--- config.mk ---
export PLATFORM = sky130hd
export DESIGN_NAME = xsf_mod_unit
export DESIGN_NICKNAME = d
export VERILOG_FILES = /design/src/rtl/xsf_pkg.sv /design/src/rtl/xsf_mod_unit.sv
export SDC_FILE = /design/constraint.sdc
export NUM_CORES = 1
export LEC_CHECK = 0
export BUFFER_PORTS_ARGS = -buffer_cell sky130_fd_sc_hd__buf_2
export CAP_MARGIN = 0
export CELL_PAD_IN_SITES_DETAIL_PLACEMENT = 1
export CELL_PAD_IN_SITES_GLOBAL_PLACEMENT = 1
export CORE_ASPECT_RATIO = 2
export CORE_MARGIN = 8
export CORE_UTILIZATION = 47
export CTS_CLUSTER_DIAMETER = 40
export CTS_CLUSTER_SIZE = 10
export DETAILED_ROUTE_END_ITERATION = 12
export PLACE_DENSITY = 0.85
export SKIP_LAST_GASP = 1
export SYNTH_ARGS = -nofsm -noshare
export SYNTH_HDL_FRONTEND = slang
export SYNTH_SLANG_ARGS = --single-unit
--- constraint.sdc ---
create_clock -name clk -period 6 [get_ports clk]
set_clock_uncertainty 0.1 [all_clocks]
set_input_delay 1.2 -clock clk [delete_from_list [all_inputs] [get_ports clk]]
set_output_delay 1.2 -clock clk [all_outputs]
set_load 0.05 [all_outputs]
--- src/rtl/xsf_pkg.sv ---
// Shared types and constants for the XOR sprite framebuffer.
// Request and response payloads, store command bundle, action codes, register map.
// No dependencies.
package xsf_pkg;

	localparam int MAX_WIDTH  = 128;
	localparam int MAX_HEIGHT = 64;
	localparam int COL_W      = $clog2(MAX_WIDTH);
	localparam int ROW_W      = $clog2(MAX_HEIGHT);

	localparam logic [7:0] WIDTH_RST  = 8'd64;
	localparam logic [6:0] HEIGHT_RST = 7'd32;
	localparam logic [7:0] WIDTH_MAX  = 8'(MAX_WIDTH);
	localparam logic [6:0] HEIGHT_MAX = 7'(MAX_HEIGHT);

	localparam logic [2:0] ADDR_WIDTH  = 3'd0;
	localparam logic [2:0] ADDR_HEIGHT = 3'd4;

	localparam logic [2:0] ACT_SPRITE = 3'd0;
	localparam logic [2:0] ACT_TOGGLE = 3'd1;
	localparam logic [2:0] ACT_READ   = 3'd2;
	localparam logic [2:0] ACT_CLEAR  = 3'd3;
	localparam logic [2:0] ACT_DOWN   = 3'd4;
	localparam logic [2:0] ACT_LEFT   = 3'd5;
	localparam logic [2:0] ACT_RIGHT  = 3'd6;

	typedef struct packed {
		logic [2:0] action;
		logic [7:0] x_pos;
		logic [7:0] y_pos;
		logic [7:0] sprite_byte;
		logic [7:0] shift_count;
	} req_t;

	typedef struct packed {
		logic collision;
		logic pixel_value;
	} rsp_t;

	typedef struct packed {
		logic                  rd_en;
		logic [COL_W-1:0]      rd_addr;
		logic                  wr_en;
		logic [COL_W-1:0]      wr_addr;
		logic [MAX_HEIGHT-1:0] wr_data;
		logic                  wipe;
	} mem_cmd_t;

	function automatic logic [7:0] clamp_width(input logic [7:0] v);
		logic [7:0] r;
		if (v == 8'd0)
			r = 8'd1;
		else if (v > WIDTH_MAX)
			r = WIDTH_MAX;
		else
			r = v;
		return r;
	endfunction

	function automatic logic [6:0] clamp_height(input logic [6:0] v);
		logic [6:0] r;
		if (v == 7'd0)
			r = 7'd1;
		else if (v > HEIGHT_MAX)
			r = HEIGHT_MAX;
		else
			r = v;
		return r;
	endfunction

endpackage

--- src/rtl/xsf_mod_unit.sv ---
// Iterative remainder unit: x mod width and y mod height, one quotient bit per cycle.
// Depends on xsf_pkg.
module xsf_mod_unit import xsf_pkg::*; (
	input  logic             clk,
	input  logic             arst_n,
	input  logic             start,
	input  logic [7:0]       x_in,
	input  logic [7:0]       y_in,
	input  logic [7:0]       width,
	input  logic [6:0]       height,
	output logic             done,
	output logic [COL_W-1:0] x_mod,
	output logic [ROW_W-1:0] y_mod
);

	logic       busy_q;
	logic       done_q;
	logic [2:0] k_q;
	logic [7:0] rx_q;
	logic [7:0] ry_q;
	logic [7:0] dw_q;
	logic [6:0] dh_q;
	logic [15:0] dx;
	logic [15:0] dy;

	assign dx = {8'd0, dw_q} << k_q;
	assign dy = {9'd0, dh_q} << k_q;

	always_ff @(posedge clk or negedge arst_n) begin
		if (!arst_n) begin
			busy_q <= 1'b0;
			done_q <= 1'b0;
			k_q    <= 3'd0;
		end else begin
			done_q <= 1'b0;
			if (start) begin
				busy_q <= 1'b1;
				k_q    <= 3'd7;
			end else if (busy_q) begin
				k_q <= k_q - 3'd1;
				if (k_q == 3'd0) begin
					busy_q <= 1'b0;
					done_q <= 1'b1;
				end
			end
		end
	end

	always_ff @(posedge clk) begin
		if (start) begin
			rx_q <= x_in;
			ry_q <= y_in;
			dw_q <= width;
			dh_q <= height;
		end else if (busy_q) begin
			// subtract the shifted divisor where it fits
			if ({8'd0, rx_q} >= dx)
				rx_q <= rx_q - dx[7:0];
			if ({8'd0, ry_q} >= dy)
				ry_q <= ry_q - dy[7:0];
		end
	end

	assign done  = done_q;
	assign x_mod = rx_q[COL_W-1:0];
	assign y_mod = ry_q[ROW_W-1:0];

endmodule

==> metrics.sh <==
STATUS='finished clean'
DETAILEDROUTE.FIRSTPASSITERATIONCOUNT=4
RSZ0062_AT_GRT='no'
PLACE_CONGESTION=0.844
ACHIEVABLE-FREQUENCY_MHz=270
SEQUENTIAL_SHARE_OF_THE_SYNTHESIZED_AREA=0.406
HP-CLASS='register to register'
PLACE.DETAILED.HPWL_UM=5230
ROWS=38
CLKSINKCOUNT=36
CTS_ROOT_BUFFER='sky130_fd_sc_hd__clkbuf_8'
DRTITER0DRC=77
REPORT.FINAL.HOLD_VIOL_COUNT=0
CORE-AREA_SQ_MM=0.00537
CRIT_PATH_MAX_INCR_DELAY_NS=0.90
SETUP_VIOL=0
LAYOUT.NETS=338
GLOBAL_ROUTE_WIRE_LENGTH_BEFORE_REPAIR_UM=10800
SETUP.REG_TO_REG.WORST_SLACK_NS=2.30
MAX-CAP-VIOLATIONS=0
TRITONCTS_CLOCK_TREE='done'
VIA_COUNT_OF_THE_FIRST_GLOBAL_ROUTING_PASS=2346
TIMING.CRITICAL_PATH.SLOWEST_STAGE_CELL='sky130_fd_sc_hd__dfrtp_1'
SETUP-TNS-FINAL_NS=0
CRIT_FANOUT=20
SYNTH_AREA_SQ_MM=0.00260
FINALCRITICALPERIOD_NS=3.70
ROUTEDWLPERCELL_UM=18.7
TIMING.CRITICAL_PATH.ARRIVAL_NS=3.52
POST-ROUTE-DRC-COUNT=0
CHIPWIDTH_UM=68.6
NETLIST-CELL-TYPE-COUNT=44
R2R_CELLS=9
POSTROUTEANTENNANETS=0
YOSYS_WARNINGS=0
STARTPOINT='k_q[0]$_DFFE_PN0P_'
NETLIST.AREA_LEADER.SHARE=0.358
POST_CTS_CLOCK_SLEW_AT_THE_LAUNCH_AND_CAPTURE_REGISTERS_OF_THE_WORST_SETUP_AND_HOLD_PATHS_NS=0.07
DETAILROUTE.VIA_COUNT=2043
ASYNCSETRESETFLOPFRACSYNTH=0.139
LARGEST_NET_DEGREE_AT_THE_START_OF_GLOBAL_ROUTING=52
CTS.REPAIR.RESIZED=0
GLOBALROUTETOTALUTIL=0.170
START_KIND='register'
PORT-BUFFER-COUNT=47
POST-SYNTH-TOP-AREA-CELL='sky130_fd_sc_hd__edfxtp_1'
YOSYS_REGISTER_BITS=36
SETUP.WORST_PATH.CLASS='register to register'
AREA.GROWTH.SYNTH_TO_FINAL_PCT=9.29
NETLIST_TOP_CELLS_COUNT='sky130_fd_sc_hd__edfxtp_1 (31), sky130_fd_sc_hd__nand2_1 (26), sky130_fd_sc_hd__ha_1 (18)'
CTS-BUFFERS-INSERTED=5
FLOORPLAN.INITIALDENSITY=0.484
DIE_AREA_SQ_MM=0.00831
SYNTH_MOST_COMMON_CELL='sky130_fd_sc_hd__edfxtp_1'
RELSLEWSLACK=0.377
CRIT_PATH_FREQUENT_CELL='sky130_fd_sc_hd__nand2_1'
R2R-START='k_q[0]$_DFFE_PN0P_'
FINAL_UTIL=0.529
SYN_AVG_CELL_AREA_SQ_UM=10.2
FINAL_MIN_PERIOD_OVER_CLOCK_PERIOD=0.617
GRT.OVERFLOW.TOTAL=0
DETAIL_ROUTE.WIRELENGTH_UM=6460
WORSTSETUPENDPOINTTYPE='register'
POWER_LEAKAGE_nW=1.18
POWER_DENSITY_mW_PER_MM2=280
TIMING_MAX_TRANSITION_VIOLATIONS_FINAL=0
DRIVE_ABOVE_1_SHARE=0.218
VDD.IR_DROP.WORST_uV=175
ANTENNA-DIODE-COUNT=0
CRIT_PATH_CELL_TRACE='mux2i_1, o21ai_0, nand2_1, ha_1, nand3_1, nand2_1, a41oi_1, o31a_1, o21bai_1'
ROUTED_VIA_DENSITY=5.92
SYNTH-EDFF-COUNT=31
SYN-NUM-NETS=308
WORSTSKEWPAIRLATENCY_NS=0.29
WORST_R2R_ENDPOINT='ry_q[1]$_DFFE_PP_'
DIE-HEIGHT_UM=121
BOUNDARYPINS=48
HOLDPATHEND='busy_q$_DFF_PN0_'
SYN-INSTANCE-COUNT=254
GRT_ANTENNA_BEFORE_REPAIR=0
MIN_FROM='busy_q$_DFF_PN0_'
WORST-SLEW-PIN-TRANSITION_NS=0.934
SYNTH.AREA.TOP_CELLS='sky130_fd_sc_hd__edfxtp_1 (36%), sky130_fd_sc_hd__ha_1 (8.7%), sky130_fd_sc_hd__mux2i_1 (6.2%), sky130_fd_sc_hd__dfrtp_1 (4.8%), sky130_fd_sc_hd__o21a_1 (4.0%)'
YS.FLOP_TYPE='sky130_fd_sc_hd__edfxtp_1'
CLOCKBUFFERDEPTH=2
CTS_POST_SETUP_BUFFERS_INSERTED=0
HOLD_PATH_CELL_CNT=1
POST_CTS_HOLD_BUFFER_COUNT=0
CLOCK_TREE.HTREE_LEVEL_COUNT=2
REQUIRED_NS=5.82
## registers in the layout (all words and copies together), names as in the netlist
| signal | count |
|---|---|
| busy_q | 1 |
| dh_q | 7 |
| done | 1 |
| dw_q | 8 |
| k_q | 3 |
| rx_q | 8 |
| ry_q | 8 |
## power breakdown
group	internal, mW	switching (mW)
Combinational	0.121	0.176
Clock	0.0814	0.0846
Sequential	0.306	0.0259
Total	0.508	0.286
## worst max-delay path by stage
| stage | endpoint | depth (start not counted) |
|---|---|---|
| floorplan | ry_q[0]$_DFFE_PP_ | 12 |
| global placement | ry_q[0]$_DFFE_PP_ | 9 |
| detailed placement | ry_q[1]$_DFFE_PP_ | 9 |
| CTS | ry_q[6]$_DFFE_PP_ | 9 |
| global route | ry_q[1]$_DFFE_PP_ | 9 |
| finish | ry_q[1]$_DFFE_PP_ | 9 |
## area by class of cell
cell class / instances / area [sq um]
Clock buffer: 7 / 76.3
Clock inverter: 1 / 5.00
Fill cell: 633 / 2530
Inverter: 8 / 30.0
Multi-Input combinational cell: 186 / 1360
Sequential cell: 36 / 1060
Tap cell: 60 / 75.1
Timing Repair Buffer: 47 / 235
## cell families (layout without fill, tap and decap cells)
kind of cell	count (synthesis)	in the layout	share of synthesized area
AND/OR/NAND/NOR	64	64	0.114
flip-flops	36	36	0.406
multiplexers	25	25	0.105
XOR/XNOR	7	7	0.0236
buffers and inverters	32	63	0.0693
adder cells (fa/ha/maj)	20	20	0.102
AO/OA/AOI/OAI	70	70	0.180
## layer usage
metal  up-vias  GRT usage  wire, um
li1        988          -         -
met1       991      0.149      2150
met2        44      0.327      3830
met3        20     0.0315       197
met4         0     0.0994       274
met5         -          0         0
## worst max-delay path: cells and delay by family (launching register included)
family,cells,cell delay (ns)
AOI/OAI and AO/OA,4,1.34
and+or+nand+nor,3,0.38
muxes,1,0.21
adders and majority gates,1,0.39
DFF,1,0.90
## layout by cell type (no fill, tap or decap), types with 3 or more instances in the layout
master and n:
sky130_fd_sc_hd__buf_2 47, sky130_fd_sc_hd__edfxtp_1 31, sky130_fd_sc_hd__nand2_1 26, sky130_fd_sc_hd__ha_1 18, sky130_fd_sc_hd__mux2i_1 16, sky130_fd_sc_hd__a21oi_1 14
sky130_fd_sc_hd__o21ai_0 14, sky130_fd_sc_hd__o21a_1 14, sky130_fd_sc_hd__nor2_1 12, sky130_fd_sc_hd__inv_1 7, sky130_fd_sc_hd__mux2_2 7, sky130_fd_sc_hd__nor3_1 6
sky130_fd_sc_hd__o31ai_1 6, sky130_fd_sc_hd__nand2b_1 6, sky130_fd_sc_hd__xnor2_1 5, sky130_fd_sc_hd__dfrtp_1 5, sky130_fd_sc_hd__clkbuf_8 5, sky130_fd_sc_hd__nand3_1 3
sky130_fd_sc_hd__a211oi_1 3
## metrics by stage
stage	cells	hold WS, ns	instance area, sq um	power (mW)	worst slack [ns]
2_1_floorplan	254	0.464	2600	0.571	3.21
4_1_cts	345	0.601	2840	0.803	2.26
3_5_place_dp	337	0.602	2760	0.635	2.28
6_report	345	0.609	2840	0.794	2.30
3_3_place_gp	337	0.578	2760	0.625	2.50
5_1_grt	345	0.619	2840	0.841	2.07
Power figures use the tool's default switching activity.
